File: config.mk
export PLATFORM = sky130hd
export DESIGN_NAME = one_at_a_time_string_hash
export DESIGN_NICKNAME = d
export VERILOG_FILES = /design/src/sv/osh_pkg.sv /design/src/sv/osh_front.sv /design/src/sv/osh_queue.sv /design/src/sv/osh_back.sv /design/src/sv/one_at_a_time_string_hash.sv
export SDC_FILE = /design/constraint.sdc
export NUM_CORES = 1
export LEC_CHECK = 0
export ABC_AREA = 1
export BUFFER_PORTS_ARGS = -buffer_cell sky130_fd_sc_hd__buf_2
export CAP_MARGIN = 30
export CORE_UTILIZATION = 50
export DETAILED_ROUTE_END_ITERATION = 8
export GPL_ROUTABILITY_DRIVEN = 0
export PLACE_DENSITY_LB_ADDON = 0.15
export SLEW_MARGIN = 15
export SYNTH_ARGS = -nofsm -noshare
export SYNTH_HDL_FRONTEND = slang
export SYNTH_SLANG_ARGS = --single-unit
File: constraint.sdc
create_clock -name clk -period 4.7 [get_ports clk]
set_input_delay 0.235 -clock clk [delete_from_list [all_inputs] [get_ports clk]]
set_output_delay 0.235 -clock clk [all_outputs]
set_load 0.01 [all_outputs]
File: src/sv/osh_pkg.sv
// ----------------------------------------------------------------------------
// osh_pkg
// Shared types, constants and functions of the one-at-a-time string hash.
// ----------------------------------------------------------------------------
package osh_pkg;

  localparam int unsigned MixLeftShift  = 10;
  localparam int unsigned MixRightShift = 6;
  localparam int unsigned FinLeftShiftA = 3;
  localparam int unsigned FinRightShift = 11;
  localparam int unsigned FinLeftShiftB = 15;
  localparam logic [31:0] MinHash       = 32'd2;

  localparam int unsigned QueueDepth = 2;
  localparam int unsigned QueuePtrW  = (QueueDepth > 1) ? $clog2(QueueDepth) : 1;
  localparam int unsigned QueueCntW  = $clog2(QueueDepth + 1);

  localparam logic [7:0] UpperFirst = 8'h41;
  localparam logic [7:0] UpperLast  = 8'h5A;
  localparam logic [7:0] CaseOffset = 8'h20;

  typedef struct packed {
    logic [7:0] folded_byte;
    logic       present;
    logic       last;
  } op_t;

  function automatic logic [7:0] fold_byte(input logic [7:0] b);
    logic [7:0] r;
    r = b;
    if (b >= UpperFirst && b <= UpperLast) begin
      r = b + CaseOffset;
    end
    return r;
  endfunction

endpackage

File: src/sv/osh_front.sv
// ----------------------------------------------------------------------------
// osh_front
// Accepts input bytes, folds case, drops empty items and registers the op.
// ----------------------------------------------------------------------------
module osh_front (
  input  logic          clk,
  input  logic          rst,
  input  logic          item_valid,
  output logic          item_stall,
  input  logic [7:0]    char_byte,
  input  logic          byte_present,
  input  logic          end_of_string,
  output logic          op_valid,
  input  logic          op_full,
  output osh_pkg::op_t  op
);
  import osh_pkg::*;

  logic accept;
  logic push;

  assign push       = op_valid && !op_full;
  assign item_stall = op_valid && op_full;
  assign accept     = item_valid && !item_stall;

  always_ff @(posedge clk) begin
    if (rst) begin
      op_valid <= 1'b0;
    end else if (accept) begin
      // drop items that carry neither a byte nor the marker
      op_valid <= byte_present || end_of_string;
    end else if (push) begin
      op_valid <= 1'b0;
    end
  end

  always_ff @(posedge clk) begin
    if (accept) begin
      op.folded_byte <= fold_byte(char_byte);
      op.present     <= byte_present;
      op.last        <= end_of_string;
    end
  end

endmodule

File: src/sv/osh_queue.sv
// ----------------------------------------------------------------------------
// osh_queue
// Short FIFO between front and back.
// ----------------------------------------------------------------------------
module osh_queue (
  input  logic          clk,
  input  logic          rst,
  input  logic          push_valid,
  output logic          full,
  input  osh_pkg::op_t  push_op,
  output logic          pop_valid,
  input  logic          pop,
  output osh_pkg::op_t  pop_op
);
  import osh_pkg::*;

  op_t                  entries [QueueDepth];
  logic [QueuePtrW-1:0] wr_ptr;
  logic [QueuePtrW-1:0] rd_ptr;
  logic [QueueCntW-1:0] count;
  logic                 do_push;
  logic                 do_pop;

  assign full      = (count == QueueCntW'(QueueDepth));
  assign pop_valid = (count != '0);
  assign do_push   = push_valid && !full;
  assign do_pop    = pop && pop_valid;
  assign pop_op    = entries[rd_ptr];

  always_ff @(posedge clk) begin
    if (rst) begin
      wr_ptr <= '0;
      rd_ptr <= '0;
      count  <= '0;
    end else begin
      if (do_push) begin
        wr_ptr <= (wr_ptr == QueuePtrW'(QueueDepth - 1)) ? '0 : wr_ptr + 1'b1;
      end
      if (do_pop) begin
        rd_ptr <= (rd_ptr == QueuePtrW'(QueueDepth - 1)) ? '0 : rd_ptr + 1'b1;
      end
      case ({do_push, do_pop})
        2'b10:   count <= count + 1'b1;
        2'b01:   count <= count - 1'b1;
        default: count <= count;
      endcase
    end
  end

  always_ff @(posedge clk) begin
    if (do_push) begin
      entries[wr_ptr] <= push_op;
    end
  end

endmodule

File: src/sv/osh_back.sv
// ----------------------------------------------------------------------------
// osh_back
// Mixes bytes into the running hash, finalizes on end of string and holds
// the result in an output register.
// ----------------------------------------------------------------------------
module osh_back (
  input  logic          clk,
  input  logic          rst,
  input  logic          op_valid,
  output logic          op_pop,
  input  osh_pkg::op_t  op,
  output logic          hash_valid,
  input  logic          hash_stall,
  output logic [31:0]   hash_value
);
  import osh_pkg::*;

  logic [31:0] running_hash;
  logic [31:0] fin_hash;
  logic        fin_valid;
  logic [31:0] h_add;
  logic [31:0] h_sum;
  logic [31:0] h_mix;
  logic [31:0] h_cur;
  logic        out_ready;
  logic        fin_ready;

  function automatic logic [31:0] finish(input logic [31:0] h);
    logic [31:0] a;
    logic [31:0] b;
    logic [31:0] c;
    a = h + (h << FinLeftShiftA);
    b = a ^ (a >> FinRightShift);
    c = b + (b << FinLeftShiftB);
    if (c < MinHash) begin
      c = c + MinHash;
    end
    return c;
  endfunction

  assign h_add = running_hash + {{24{op.folded_byte[7]}}, op.folded_byte};
  assign h_sum = h_add + (h_add << MixLeftShift);
  assign h_mix = h_sum ^ (h_sum >> MixRightShift);
  assign h_cur = op.present ? h_mix : running_hash;

  assign out_ready = !hash_valid || !hash_stall;
  assign fin_ready = !fin_valid || out_ready;
  assign op_pop    = op_valid && (!op.last || fin_ready);

  always_ff @(posedge clk) begin
    if (rst) begin
      running_hash <= '0;
      fin_valid    <= 1'b0;
      hash_valid   <= 1'b0;
    end else begin
      if (op_pop) begin
        running_hash <= op.last ? '0 : h_cur;
      end
      if (op_pop && op.last) begin
        fin_valid <= 1'b1;
      end else if (out_ready) begin
        fin_valid <= 1'b0;
      end
      if (out_ready) begin
        hash_valid <= fin_valid;
      end
    end
  end

  always_ff @(posedge clk) begin
    if (op_pop && op.last) begin
      fin_hash <= h_cur;
    end
    if (out_ready && fin_valid) begin
      hash_value <= finish(fin_hash);
    end
  end

endmodule

File: src/sv/one_at_a_time_string_hash.sv
// ----------------------------------------------------------------------------
// one_at_a_time_string_hash
// Case-folding 32-bit one-at-a-time string hash, one byte per transfer.
//
//   channel  valid       stall       payload
//   input    item_valid  item_stall  char_byte, byte_present, end_of_string
//   output   hash_valid  hash_stall  hash_value
//
// One byte per cycle sustained while neither side stalls; the mix of each
// byte feeds back through the running-hash register in the back end. After
// its end-of-string transfer a hash passes the front op register, a queue
// entry, the finalize register and the output register. Synchronous reset
// clears the running hash and all valid flags. Either side may stall on its
// own; a two-entry queue between front and back absorbs the difference.
// ----------------------------------------------------------------------------
module one_at_a_time_string_hash (
  input  logic        clk,
  input  logic        rst,
  input  logic        item_valid,
  output logic        item_stall,
  input  logic [7:0]  char_byte,
  input  logic        byte_present,
  input  logic        end_of_string,
  output logic        hash_valid,
  input  logic        hash_stall,
  output logic [31:0] hash_value
);
  import osh_pkg::*;

  op_t  front_op;
  op_t  queue_op;
  logic front_valid;
  logic queue_full;
  logic queue_valid;
  logic queue_pop;

  osh_front u_front (
    .clk           (clk),
    .rst           (rst),
    .item_valid    (item_valid),
    .item_stall    (item_stall),
    .char_byte     (char_byte),
    .byte_present  (byte_present),
    .end_of_string (end_of_string),
    .op_valid      (front_valid),
    .op_full       (queue_full),
    .op            (front_op)
  );

  osh_queue u_queue (
    .clk        (clk),
    .rst        (rst),
    .push_valid (front_valid),
    .full       (queue_full),
    .push_op    (front_op),
    .pop_valid  (queue_valid),
    .pop        (queue_pop),
    .pop_op     (queue_op)
  );

  osh_back u_back (
    .clk        (clk),
    .rst        (rst),
    .op_valid   (queue_valid),
    .op_pop     (queue_pop),
    .op         (queue_op),
    .hash_valid (hash_valid),
    .hash_stall (hash_stall),
    .hash_value (hash_value)
  );

endmodule
Yosys cells after proc, flatten, opt, wreduce, memory -nomap -nowiden. Memories as Yosys holds them, arrays and structs flattened. A register that Yosys moved wholly into a read port is not among the register bits. Index checks and enable logic that the tools add are counted. Widths: inputs -> output; s select.

Add/subtract/negate cells: 10. $mul: 0. Div/mod/pow operators: 0. Magnitude comparators: 3. Equality and inequality tests: 3. Shift-type cells: 0. Muxes and demuxes: 15. Bitwise operators: 2. Reductions and logical operators: 22.

Operator list (count): $add 32x32->32 (4); $mux 32 (3); $add 32x2->32 const B (1); $lt 32x2->1 const B (1); $xor 32x21->32 (1); $xor 32x26->32 (1); $mux 1 (10); $add 8x6->8 const B (1); $ge 8x7->1 const B (1); $le 8x7->1 const B (1); $logic_and 1x1->1 (8); $mux 8 (1); $reduce_bool 2->1 (4); $logic_not 1->1 (6); $eq 2x2->1 const B (2); $logic_or 1x1->1 (4); $pmux 2 s2 (1); $add 1x1->1 const B (2); $add 2x1->2 const B (1); $eq 2x1->1 const B (1); $sub 2x1->2 const B (1).

Bits in registers: 113. Bits in latches: 0. Bits in writable memories: 20. Bits in read-only memories: 0. Input port bits: 14. Output and inout bits: 34. Word-level logic and storage cells: 68. Memories: 1.

Memory list: u_queue.entries (depth 2, width 10, read ports 1, clocked after memory_dff 1, wr ports 1, RTL line osh_queue.sv:17) `op_t entries [QueueDepth];`.

Logic depth before layout (Yosys ltp).
Depth after elaboration: 8. Mapped depth: 33. Depth with buffers taken out: 33.

Hierarchy. Synthesis repeated with hierarchy kept, for this count alone.

Cell total of the unflattened synthesis: 1476. Area total of the unflattened synthesis: 11124.4 µm².

Modules (own cells, without submodules): osh_back (instances 1, cells an instance 1366, area each 9663.0 µm², seq. area each 2602.5 µm²); osh_queue (instances 1, cells an instance 71, area each 992.2 µm², seq. area each 700.7 µm²); osh_front (instances 1, cells an instance 39, area each 469.2 µm², seq. area each 320.3 µm²).

Worst setup path after synthesis. No wires, ideal clock.

Path type: reg-to-reg. Start point: register (tool-made name). End point: register u_back.fin_hash[25], data pin. Setup time: 0.255 ns. Arrival: 4.125 ns. Data required time: 4.445 ns. Slack: 0.320 ns. Cell stages (with the launch flop): 27. Buffers on the path: 0. Clock period less this slack: 4.380 ns. Cells stage by stage: dfxtp_1 clkinv_1 nand2_1 nand2_1 ha_1 a21oi_1 o21a_1 nand2_1 nand2_1 nand2_1 a21oi_1 o21ai_0 a21oi_1 o21bai_1 xor2_1 ha_1 nand2_1 inv_1 a21oi_1 nor2_1 nor2_1 nand2_1 inv_1 nand3_1 nand3_1 nand3_1 and2_1.

RTL lines: to (signal assigned) (RTL line osh_back.sv:72) `fin_hash <= h_cur;`; to (decl) (RTL line osh_back.sv:19) `logic [31:0] fin_hash;`.

Worst setup path after layout.
Start point: register u_back.fin_hash[15]. End point: register u_back.hash_value[2], data pin.

Longest elaborated chain between the ends: 5.

Ends and longest elaborated chain: $add 32x32->32 (RTL line osh_back.sv:32) `a = h + (h << FinLeftShiftA);`; $xor 32x21->32 (RTL line osh_back.sv:33) `b = a ^ (a >> FinRightShift);`; $add 32x32->32 (RTL line osh_back.sv:34) `c = b + (b << FinLeftShiftB);`; $lt 32x2->1 (RTL line osh_back.sv:35) `if (c < MinHash) begin`; $mux 32 (RTL line osh_back.sv:35); to (signal assigned) (RTL line osh_back.sv:75) `hash_value <= finish(fin_hash);`; to (decl) (RTL line osh_back.sv:14) `output logic [31:0] hash_value`.

No other way between the ends. A chain may end at the register's enable or synchronous reset.

==> impl_metrics.toml <==
[run_status]
outcome = "finished, violations left"
violations = "design-rule violations"

[yosys]
ys_seq_area_share_pct = 32.1
synth.top_cell.area_share_pct = 25.0
synth_most_common_cell = "nand2_1"
yosys-top-cells-area = "edfxtp_1, nand2_1, ha_1"
syn_nets = 1670
ys.flop_type = "edfxtp_1"
yosys_warnings = 0
syn_avg_cell_area_um2 = 7.27
synth_cell_types = 52
synth-edff-count = 94
ys_ff_latch = 134
synth_cells = 1553
synthesis.area_um2 = 11300
yosysTopAreaCell = "edfxtp_1"
synth_common_cells = "nand2_1, inv_1, a21oi_1, nor2_1, ha_1"
async_flop_share_pct = 0

[cells_and_area]
antenna_cells = 0
area_delta_synth_final_pct = 17.9
fin_nets = 1763
drive_gt1_share_pct = 16.7

[sta]
slew_headroom_pct = 39.3
fmax_mhz = 222
hold_viol_final = 0
slew_viol_final = 0
finalSetupViolCount = 0
rsz0062_at_grt = "true"
skew_ps = 15.0
fin_tns_setup_ps = 0
finalCriticalPeriod_ps = 4500
fin_crit_sh_pct = 95.7
worst-slew-pin-transition_ps = 908

[floorplan]
die_x_um = 152
die_area_um2 = 23200
rows = 54
die_y_um = 152
initial_core_util_pct = 51.4
io_pins = 48
core_area_um2 = 22000

[clock_network]
htreeDepth = 4
cts-root-buf = "clkbuf_16"
clk_path_buf_depth = 2
clk_pin_slew_ps = 60
numCtsBuffers = 17
clock_sinks = 134
cts_tree = "done"
worstSkewPairLatency_ps = 440

[global_routing]
grt_overflow_total = 0
grt_pass1_wl_mm = 45.1
antenna_found_initial = 0
track_usage_pct = 24.4
grt_pass1_vias = 9510
grt_max_degree = 41

[routing]
drt-vias-per-instance = 5.29
drcViolationCount = 7
antenna_left = 0
dr.pass1.iters = 8
drt-initial-drc-count = 619
vias = 10300
drt-total-wl_mm = 28.2
avgRoutedWirePerCell_um = 14.6

[worst_setup_path]
worstPathRequired_ps = 4900
endpoint_kind = "flop"
r2r_setup_slack_ps = 200
critPathLaunch = "u_back.fin_hash[15]"
startpoint_type = "flop"
worstReg2RegStart = "u_back.fin_hash[15]"
cp-endpoint = "u_back.hash_value[2]"
crit_fanout = 5
worst-setup-path-type = "flop to flop"
worst_r2r_path_depth = 21
cp.arrival_ps = 4700
rr_endpoint = "u_back.hash_value[2]"

[worst_hold_path]
hp-start = "char_byte[4]"
hp-class = "primary input to flop"

[placed_design]
dp_hpwl_mm = 22.6
numPortBuffers = 47

[job]
max-cap-violations = 0
[routing by layer]
layer  track usage [%]  vias to the layer above  wire [um]
li1                  -                     5316          -
met1              29.4                     4621      12200
met2              43.4                      261      13900
met3              3.36                       69       1180
met4              10.5                        0        929
met5                 0                        -          0
[how the worst min path moves through the flow]
stage | to | depth (start not counted)
floorplan | u_front.op[0] | 0
global placement | u_front.op[1] | 1
detailed placement | u_front.op[1] | 1
CTS | u_front.op[5] | 1
global route | u_front.op[6] | 1
finish | u_front.op[6] | 1
[through the flow]
step	worst slack (ps)	cells	instance area [um^2]	hold slack, ps	util [%]
2_1_floorplan	320	1553	11300	334	-
3_3_place_gp	-77.9	1884	12000	424	54.7
3_5_place_dp	-102	1886	12100	429	54.9
4_1_cts	14.9	1922	12700	1.90	58.0
5_1_grt	-55.5	1939	13300	4.95	60.6
6_report	201	1939	13300	5.36	60.6
[worst max-delay path, stage by stage (launching register included)]
cell,delay [ps]
edfxtp_1,460
ha_2,440
nand2_1,160
o21ai_0,370
a21oi_2,150
nand2_4,130
a31oi_4,120
o21ai_2,210
xor2_2,280
xor2_1,210
ha_2,330
a21oi_2,160
o21ai_0,100
nand2_1,110
nand3_2,130
a21oi_1,180
xor2_1,210
nand3_1,150
nor2_2,180
nand4_1,100
nand2_1,70
inv_1,40
[cell usage in the layout (no fill, tap or decap), drive strengths merged, types with 29 or more instances in the layout]
cell type	Yosys	final
a21oi	154	154
buf	4	92
dfxtp	40	40
edfxtp	94	94
ha	99	99
inv	201	209
nand2	467	467
nand3	102	102
nor2	127	127
o21ai	53	53
xnor2	29	29
xor2	58	58
[sequential cells by signal, summed over array words and instances, names as in the netlist, named ones only]
name                 count
u_back.fin_hash         32
u_back.hash_value       32
u_back.running_hash     32
u_queue.entries         20
u_front.op              10
u_queue.count            2
u_back.fin_valid         1
u_back.hash_valid        1
u_front.op_valid         1
u_queue.rd_ptr           1
u_queue.wr_ptr           1
[layout make-up]
| class | count | area [um^2] |
|---|---|---|
| inverters | 202 | 758 |
| fillers | 2001 | 8650 |
| repair buffers | 96 | 684 |
| clock inverters | 14 | 188 |
| clock buffers | 18 | 429 |
| well taps | 280 | 350 |
| flip-flops and latches | 134 | 3620 |
| multi-input cells | 1195 | 7270 |
[kinds of logic (layout without fill, tap and decap cells)]
group / count (synthesis) / count (layout) / synth area share (%)
AND/OR/NAND/NOR: 752 / 752 / 28.9
AO/OA/AOI/OAI: 251 / 251 / 12.6
adder cells (fa/ha/maj): 103 / 103 / 11.7
buffers and inverters: 224 / 330 / 7.50
XOR/XNOR: 89 / 89 / 7.28
flip-flops: 134 / 134 / 32.1
[repair_timing]
item,4_1_cts,5_1_grt
endpoints found under the hold margin,4,0
buffers inserted,0,15
setup endpoints to repair,3,42
pin swaps,0,27
gates resized for setup,3,95
hold buffers,4,0
Power is not shown: default switching activity piles up to over one toggle a cycle in this logic, so the estimate is an artifact.
